[src/rtl/assert_macros.svh]
// Assertion macros included by the RTL top level.
`ifndef ASSERT_MACROS_SVH
`define ASSERT_MACROS_SVH

// same-cycle implication
`define ASSERT_IMPLIES(lbl, clk, rst_n, ante, cons) \
    lbl: assert property (@(posedge clk) disable iff (!rst_n) (ante) |-> (cons)) \
        else $error("assertion failed");

// next-cycle implication
`define ASSERT_NEXT(lbl, clk, rst_n, ante, cons) \
    lbl: assert property (@(posedge clk) disable iff (!rst_n) (ante) |=> (cons)) \
        else $error("assertion failed");

// invariant
`define ASSERT_ALWAYS(lbl, clk, rst_n, cond) \
    lbl: assert property (@(posedge clk) disable iff (!rst_n) (cond)) \
        else $error("assertion failed");

`endif

[src/rtl/dagb_pkg.sv]
// Types and constants for the deformable attention bilinear gather.
package dagb_pkg;

    localparam int MUL_W   = 32;
    localparam int S_DATA_W = 128;
    localparam int M_DATA_W = 72;
    localparam int M_USER_W = 3;
    localparam int HEAD_W  = 9;
    localparam int KEY_W   = 24;
    localparam int WT_W    = 17;

    localparam logic [0:0] CFG_HEAD_COUNT = 1'b0;
    localparam logic [0:0] CFG_KEY_COUNT  = 1'b1;

    typedef logic [MUL_W-1:0] t_word;

    typedef struct packed {
        logic [7:0]  batch_id;
        logic [7:0]  head_id;
        logic [2:0]  lvl_idx;
        logic [11:0] level_height;
        logic [11:0] level_width;
        logic [15:0] x_floor;
        logic [15:0] y_floor;
        logic [15:0] frac_x;
        logic [15:0] frac_y;
        logic [15:0] attn_weight;
        logic        query_end;
    } t_point;

endpackage

[src/rtl/dagb_mul.sv]
// Shared multiplier with registered low-word product.
module dagb_mul (
    input  logic                  i_clk,
    input  dagb_pkg::t_word       i_a,
    input  dagb_pkg::t_word       i_b,
    output dagb_pkg::t_word       o_p
);
    import dagb_pkg::*;

    t_word              full;
    t_word              r_p;

    assign full = i_a * i_b;

    always_ff @(posedge i_clk) begin
        r_p <= full;
    end

    assign o_p = r_p;

endmodule

[src/rtl/deformable_attn_bilinear_gather.sv]
// Bilinear corner gather for deformable attention: top level and sequencer.
//
//  channel | dir | handshake                 | payload
//  s       | in  | i_s_tvalid / o_s_tready   | i_s_tdata point, i_s_tlast query end
//  m       | out | o_m_tvalid / i_m_tready   | o_m_tdata row/weights, o_m_tuser corner
//  cfg     | in  | i_cfg_valid / o_cfg_ready | i_cfg_index, i_cfg_data
//
// After idle accepts a point, it runs 5 setup steps and 2 per corner (MUL, LOAD),
// all through the single shared 32x32 multiplier; LOAD holds on output stall.
// Four beats leave per point, corner 0 first; last beat carries tlast.
// The output register lets the next point be accepted while the last beat waits.
// Synchronous active-low reset clears level table, freeze flag, state, count and
// output valid, and sets head and key counts to one. Config is always ready.
`include "assert_macros.svh"

module deformable_attn_bilinear_gather #(
    parameter int MAX_LEVELS = 8
) (
    input  logic                           i_clk,
    input  logic                           i_rst_n,
    input  logic                           i_s_tvalid,
    output logic                           o_s_tready,
    // [7:0] batch_id, [15:8] head_id, [18:16] lvl_idx, [30:19] level_height,
    // [42:31] level_width, [58:43] x_floor, [74:59] y_floor, [90:75] frac_x,
    // [106:91] frac_y, [122:107] attn_weight, [127:123] zero
    input  logic [dagb_pkg::S_DATA_W-1:0]  i_s_tdata,
    input  logic                           i_s_tlast,
    output logic                           o_m_tvalid,
    input  logic                           i_m_tready,
    // [31:0] value_row, [48:32] corner_wt, [64:49] attn_weight_out, [71:65] zero
    output logic [dagb_pkg::M_DATA_W-1:0]  o_m_tdata,
    // [1:0] corner, [2] corner_valid
    output logic [dagb_pkg::M_USER_W-1:0]  o_m_tuser,
    output logic                           o_m_tlast,
    input  logic                           i_cfg_valid,
    output logic                           o_cfg_ready,
    input  logic [0:0]                     i_cfg_index,
    input  logic [dagb_pkg::KEY_W-1:0]     i_cfg_data
);
    import dagb_pkg::*;

    localparam int LVL_W = (MAX_LEVELS > 1) ? $clog2(MAX_LEVELS) : 1;

    localparam logic [2:0] S_IDLE = 3'd0;
    localparam logic [2:0] S_HW   = 3'd1;
    localparam logic [2:0] S_FF   = 3'd2;
    localparam logic [2:0] S_BK   = 3'd3;
    localparam logic [2:0] S_YW   = 3'd4;
    localparam logic [2:0] S_SUM  = 3'd5;
    localparam logic [2:0] S_MUL  = 3'd6;
    localparam logic [2:0] S_LOAD = 3'd7;

    logic [2:0]        r_state, n_state;
    t_point            r_pt;
    logic [HEAD_W-1:0] r_heads;
    logic [KEY_W-1:0]  r_keys;
    logic [KEY_W-1:0]  r_lvl [MAX_LEVELS];
    logic              r_frozen;
    logic [KEY_W-1:0]  r_start;
    logic [WT_W-1:0]   r_pw;
    t_word             r_base;
    t_word             r_key0;
    logic [1:0]        r_cnt;

    logic              r_m_valid;
    logic [1:0]        r_corner;
    logic              r_cvalid;
    t_word             r_row;
    logic [WT_W-1:0]   r_wt;
    logic [15:0]       r_aw;
    logic              r_last;

    t_word             mul_a, mul_b, prod, key_k;
    logic [4:0]        lvl_ext, lvl_nxt;
    logic              lvl_ok, upd_ok;
    logic [32:0]       p_sum;
    logic [16:0]       cx, cy;
    logic              c_valid;
    logic [WT_W-1:0]   c_wt;
    logic              out_free;
    logic              s_acc;

    assign o_s_tready = (r_state == S_IDLE);
    assign o_cfg_ready = 1'b1;
    assign s_acc = i_s_tvalid && o_s_tready;
    assign out_free = !r_m_valid || i_m_tready;

    assign lvl_ext = {2'b00, r_pt.lvl_idx};
    assign lvl_nxt = lvl_ext + 5'd1;
    assign lvl_ok  = lvl_ext < 5'(MAX_LEVELS);
    assign upd_ok  = lvl_nxt < 5'(MAX_LEVELS);

    assign key_k = r_key0 + (r_cnt[0] ? {20'b0, r_pt.level_width} : '0)
                 + {31'b0, r_cnt[1]};

    always_comb begin
        unique case (r_state)
            S_HW: begin
                mul_a = {20'b0, r_pt.level_height};
                mul_b = {20'b0, r_pt.level_width};
            end
            S_FF: begin
                mul_a = {16'b0, r_pt.frac_x};
                mul_b = {16'b0, r_pt.frac_y};
            end
            S_BK: begin
                mul_a = {24'b0, r_pt.batch_id};
                mul_b = {8'b0, r_keys};
            end
            S_YW: begin
                mul_a = {{16{r_pt.y_floor[15]}}, r_pt.y_floor};
                mul_b = {20'b0, r_pt.level_width};
            end
            default: begin
                mul_a = key_k;
                mul_b = {23'b0, r_heads};
            end
        endcase
    end

    dagb_mul u_mul (
        .i_clk (i_clk),
        .i_a   (mul_a),
        .i_b   (mul_b),
        .o_p   (prod)
    );

    assign p_sum = {1'b0, prod} + 33'd32768;

    assign cx = {r_pt.x_floor[15], r_pt.x_floor} + {16'b0, r_cnt[1]};
    assign cy = {r_pt.y_floor[15], r_pt.y_floor} + {16'b0, r_cnt[0]};
    assign c_valid = !cx[16] && !cy[16]
                  && (cx < {5'b0, r_pt.level_width})
                  && (cy < {5'b0, r_pt.level_height});

    always_comb begin
        case (r_cnt)
            2'd0: c_wt = 17'h10000 - {1'b0, r_pt.frac_x} - {1'b0, r_pt.frac_y} + r_pw;
            2'd1: c_wt = {1'b0, r_pt.frac_y} - r_pw;
            2'd2: c_wt = {1'b0, r_pt.frac_x} - r_pw;
            default: c_wt = r_pw;
        endcase
    end

    always_comb begin
        n_state = r_state;
        unique case (r_state)
            S_IDLE: if (s_acc) begin
                n_state = S_HW;
            end
            S_HW:  n_state = S_FF;
            S_FF:  n_state = S_BK;
            S_BK:  n_state = S_YW;
            S_YW:  n_state = S_SUM;
            S_SUM: n_state = S_MUL;
            S_MUL: n_state = S_LOAD;
            S_LOAD: if (out_free) begin
                n_state = (r_cnt == 2'd3) ? S_IDLE : S_MUL;
            end
            default: n_state = S_IDLE;
        endcase
    end

    always_ff @(posedge i_clk) begin
        if (!i_rst_n) begin
            r_state  <= S_IDLE;
            r_heads  <= HEAD_W'(1);
            r_keys   <= KEY_W'(1);
            r_frozen <= 1'b0;
            r_cnt    <= 2'd0;
            r_m_valid <= 1'b0;
            for (int i = 0; i < MAX_LEVELS; i++) begin
                r_lvl[i] <= '0;
            end
        end else begin
            r_state <= n_state;
            if (i_cfg_valid) begin
                if (i_cfg_index == CFG_HEAD_COUNT) begin
                    r_heads <= i_cfg_data[HEAD_W-1:0];
                end else begin
                    r_keys <= i_cfg_data;
                end
            end
            if (r_state == S_FF) begin
                if (!r_frozen && upd_ok) begin
                    r_lvl[lvl_nxt[LVL_W-1:0]] <= r_start + prod[KEY_W-1:0];
                end
                if (r_pt.query_end) begin
                    r_frozen <= 1'b1;
                end
            end
            if (r_state == S_SUM) begin
                r_cnt <= 2'd0;
            end
            if (r_state == S_LOAD && out_free) begin
                r_m_valid <= 1'b1;
                r_cnt <= r_cnt + 2'd1;
            end else if (r_m_valid && i_m_tready) begin
                r_m_valid <= 1'b0;
            end
        end
    end

    always_ff @(posedge i_clk) begin
        if (s_acc) begin
            r_pt <= '{
                batch_id:     i_s_tdata[7:0],
                head_id:      i_s_tdata[15:8],
                lvl_idx:      i_s_tdata[18:16],
                level_height: i_s_tdata[30:19],
                level_width:  i_s_tdata[42:31],
                x_floor:      i_s_tdata[58:43],
                y_floor:      i_s_tdata[74:59],
                frac_x:       i_s_tdata[90:75],
                frac_y:       i_s_tdata[106:91],
                attn_weight:  i_s_tdata[122:107],
                query_end:    i_s_tlast
            };
        end
        if (r_state == S_HW) begin
            r_start <= lvl_ok ? r_lvl[lvl_ext[LVL_W-1:0]] : '0;
        end
        if (r_state == S_BK) begin
            r_pw <= p_sum[32:16];
        end
        if (r_state == S_YW) begin
            r_base <= prod + {8'b0, r_start};
        end
        if (r_state == S_SUM) begin
            r_key0 <= r_base + prod + {{16{r_pt.x_floor[15]}}, r_pt.x_floor};
        end
        if (r_state == S_LOAD && out_free) begin
            r_corner <= r_cnt;
            r_cvalid <= c_valid;
            r_row    <= c_valid ? (prod + {24'b0, r_pt.head_id}) : '0;
            r_wt     <= c_valid ? c_wt : '0;
            r_aw     <= r_pt.attn_weight;
            r_last   <= (r_cnt == 2'd3);
        end
    end

    assign o_m_tvalid = r_m_valid;
    assign o_m_tdata  = {7'b0, r_aw, r_wt, r_row};
    assign o_m_tuser  = {r_cvalid, r_corner};
    assign o_m_tlast  = r_last;

    `ASSERT_IMPLIES(a_last_is_corner3, i_clk, i_rst_n, o_m_tvalid && o_m_tlast,
        o_m_tuser[1:0] == 2'd3)
    `ASSERT_IMPLIES(a_invalid_zero, i_clk, i_rst_n, o_m_tvalid && !o_m_tuser[2],
        o_m_tdata[48:0] == 49'd0)
    `ASSERT_NEXT(a_accept_busy, i_clk, i_rst_n, s_acc, !o_s_tready)
    `ASSERT_ALWAYS(a_level0_zero, i_clk, i_rst_n, r_lvl[0] == '0)

endmodule
[config.mk]
export PLATFORM = sky130hd
export DESIGN_NAME = deformable_attn_bilinear_gather
export DESIGN_NICKNAME = d
export VERILOG_FILES = /design/src/rtl/dagb_pkg.sv /design/src/rtl/dagb_mul.sv /design/src/rtl/deformable_attn_bilinear_gather.sv
export VERILOG_INCLUDE_DIRS = /design/src /design/src/rtl
export SDC_FILE = /design/constraint.sdc
export NUM_CORES = 2
export LEC_CHECK = 0
export ABC_AREA = 1
export BUFFER_PORTS_ARGS = -buffer_cell sky130_fd_sc_hd__buf_4
export CAP_MARGIN = 0
export CORE_MARGIN = 2
export CORE_UTILIZATION = 57
export DETAILED_ROUTE_END_ITERATION = 10
export PLACE_DENSITY_LB_ADDON = 0.05
export SYNTH_ARGS = -nofsm -noshare
export SYNTH_HDL_FRONTEND = slang
export SYNTH_SLANG_ARGS = --single-unit
[constraint.sdc]
create_clock -name i_clk -period 7.4 [get_ports i_clk]
set_input_delay 1.11 -clock i_clk [delete_from_list [all_inputs] [get_ports i_clk]]
set_output_delay 1.11 -clock i_clk [all_outputs]
set_load 0.01 [all_outputs]
==> summary.md <==
| Metric | Value |
|---|---|
| Yosys cell types | between 60 and 70 |
| Max H-tree Level | 2 |
| CP Data Arrival Time | 8.36 ns |
| Final period utilization | 1.05 |
| Vias per cell | between 5 and 6 |
| Largest area contributor in the netlist | edfxtp_1 |
| Post-Place Cell Area | about 0.049 sq mm |
| Setup crit end kind | flip-flop |
| Cell family with the largest share of critical-path delay | adder cells |
| Num CTS Buffers | 58 |
| EDFF count, synth | 490 |
| Core Rows | slightly above 100 |
| Via Count | 34639 |
| Status | complete, but fails checks |
| CP Class | reg -> reg |
| Vias in the first global route | roughly 34000 |
| Die span in y | approximately 280 microns |
| Die W | 281 microns |
| Sequential area share after synthesis | 0.369 |
| Synth area leaders | edfxtp_1 (34%), fa_1 (20%), inv_1 (7.7%), ha_1 (6.9%), nor2_1 (6.7%) |
| Core Region | ~0.076 sq mm |
| GP Congestion | a little under 1 |
| Tot GR Track Use | 0.340 |
| Crit start category | flip-flop |
| Syn Std Cell Area | approximately 0.044 sq mm |
| Critical Path RT | about 8.0 ns |
| Final core occ | 0.693 |
| Asr flop ratio synth | 0 |
| Slew Limit Fails | 0 |
| Die Area | between 0.07 and 0.08 sq mm |
| Initial antenna violation count | 0 |
| Post-Route WL | 132000 microns |
| RSZ-0062 raised after global routing | true |
| Antenna viol nets, final | 0 |
| Max-slew headroom | 0.285 |
| Mapped Avg Cell Area | between 9 and 10 sq um |
| Least-Margin Pin Slew | between 1 and 1.5 ns |
| Clk slew on worst S/H paths | ~0.06 ns |
| GRT overflow | 0 |
| Post-route setup slack | -0.397 ns |
| DRT Pass-1 Iters | 5 |
| Cts hold-fix bufs | 0 |
| Drt wl/cell | between 20 and 25 microns |
| Final Hold Fails | 0 |
| Clock buffer depth | 3 |
| Failing checks | negative setup slack |
| Synth top area share | 0.336 |
| Fin nets | just over 6000 |
| Ys flop type | edfxtp_1 |
| Synth Register Bits | 562 |
| I/O pins | around 240 |
| Buffers on Ports | between 200 and 250 |
| First-pass GRT wire length | roughly 200000 microns |
| Starting DRT DRC Count | ~3000 |
| Maximum clock frequency | roughly 0.13 GHz |
| Synth Warn # | 0 |
| Synth Instances | 4779 |
| Endpoints failing setup | 12 |
| Hpwl dp | 103000 microns |
| Initial Util | 0.576 |
| # DRC | 0 |
| Bufs and invs on worst path | 8 |
| TritonCTS Sinks | approximately 560 |
| Clock Root Buffer | clkbuf_16 |
| CP most frequent cell | fa_1 |
| Clock Skew | roughly 0.052 ns |
| Clock latency on the worst-skew pair | 0.64 ns |
| CP max FO | 6 |
| Largest net degree at the start of global routing | 97 |
| Share of cells above drive strength 1 | 0.180 |
| Area grow syn2layout | 20.2% |
| Crit path time final | approximately 8 ns |
| Hold Path Class | reg -> reg |
| CTS tree | done |
| Max-cap violation count | 0 |
| Cell with the most instances after synthesis | inv_1 |
| Design Area, Final | ~0.053 sq mm |
| Delay of the slowest critical-path stage | roughly 0.54 ns |
| Slowest CP cell | fa_1 |
| Most frequent cells after synthesis | inv_1 (894), nor2_1 (782), nand2_1 (732) |
## path summary, 6_finish.rpt
kind	start	depth (start not counted)	to	slack, ns
max	r_pt[81]	37	u_mul.o_p[29]	-0.40
min	r_pt[7]	0	r_aw[6]	0.42
max reg2reg	r_pt[81]	37	u_mul.o_p[29]	-0.40
min reg2reg	r_pt[7]	0	r_aw[6]	0.42
## layer usage
metal,wire (microns),GRT usage,vias up
met5,0,0,-
met4,5060,0.117,0
met3,10800,0.0507,247
met2,61700,0.554,1446
met1,54200,0.469,16752
li1,-,-,16194
## cells by family (layout without fill, tap and decap cells)
group | after synthesis | after routing | share of synthesized area
buffers and inverters | 1053 | 1607 | 0.0920
adders and majority gates | 683 | 683 | 0.271
DFF | 562 | 562 | 0.369
AOI/OAI and AO/OA | 613 | 613 | 0.0792
and+or+nand+nor | 1701 | 1701 | 0.155
other | 2 | 43 | 0.000172
xor gates and xnor gates | 165 | 165 | 0.0330
## timing repair
item | CTS | global route
buffers inserted | 19 | 17
gates resized for setup | 183 | 142
endpoints found under the setup margin | 14 | 16
pin swaps | 104 | 83
gates cloned | 1 | 0
## placed cells by master, fill, tap and decap left out, types with 25 or more instances in the layout
| cell | netlist | layout |
|---|---|---|
| o21ai_0 | 244 | 222 |
| nor3_1 | 27 | 25 |
| nor2_1 | 782 | 752 |
| inv_2 | 5 | 50 |
| xor2_1 | 108 | 105 |
| edfxtp_1 | 490 | 490 |
| a31oi_1 | 37 | 37 |
| nand4_1 | 25 | 25 |
| dfxtp_1 | 72 | 71 |
| ha_1 | 240 | 209 |
| nand2_1 | 732 | 674 |
| fa_1 | 443 | 423 |
| inv_1 | 894 | 844 |
| o22ai_1 | 35 | 35 |
| clkbuf_16 | 0 | 58 |
| a21oi_1 | 192 | 164 |
| buf_4 | 11 | 532 |
| nand3_1 | 94 | 83 |
| ha_4 | 0 | 28 |
| conb_1 | 2 | 42 |
| buf_6 | 3 | 38 |
| xnor2_1 | 57 | 49 |
| nand2_2 | 2 | 45 |
## layout make-up
| type | instances | area (sq um) |
|---|---|---|
| flip-flops and latches | 562 | 16200 |
| inverters | 904 | 3410 |
| well taps | 1030 | 1290 |
| repair buffers | 594 | 4900 |
| clock buffers | 83 | 1570 |
| multi-input cells | 3204 | 24900 |
| clock inverters | 26 | 373 |
| diodes | 1 | 2.50 |
| fillers | 5971 | 23300 |
## through the flow
step,hold WS (ns),cells,TNS [ns],setup WS (ns)
after floorplan,0.400,4819,0,0.00756
after global placement,0.401,6263,-3.78,-0.488
after detailed placement,0.405,6263,-3.63,-0.545
after CTS,0.418,6392,-1.13,-0.324
after global routing,0.422,6403,-7.66,-0.685
final,0.417,6404,-2.61,-0.397
## flip-flops by register name, indices dropped and copies added (netlist names)
register / cells
r_lvl: 192
r_pt: 121
r_base: 32
r_key0: 32
r_row: 32
u_mul.o_p: 32
r_keys: 24
r_start: 24
r_pw: 17
r_wt: 17
r_aw: 16
r_heads: 9
lvl_ext: 3
r_state: 3
r_cnt: 2
r_corner: 2
o_m_tlast: 1
o_m_tvalid: 1
r_cvalid: 1
r_frozen: 1
Power is not shown: default switching activity piles up to over one toggle a cycle in this logic, so the estimate is an artifact.
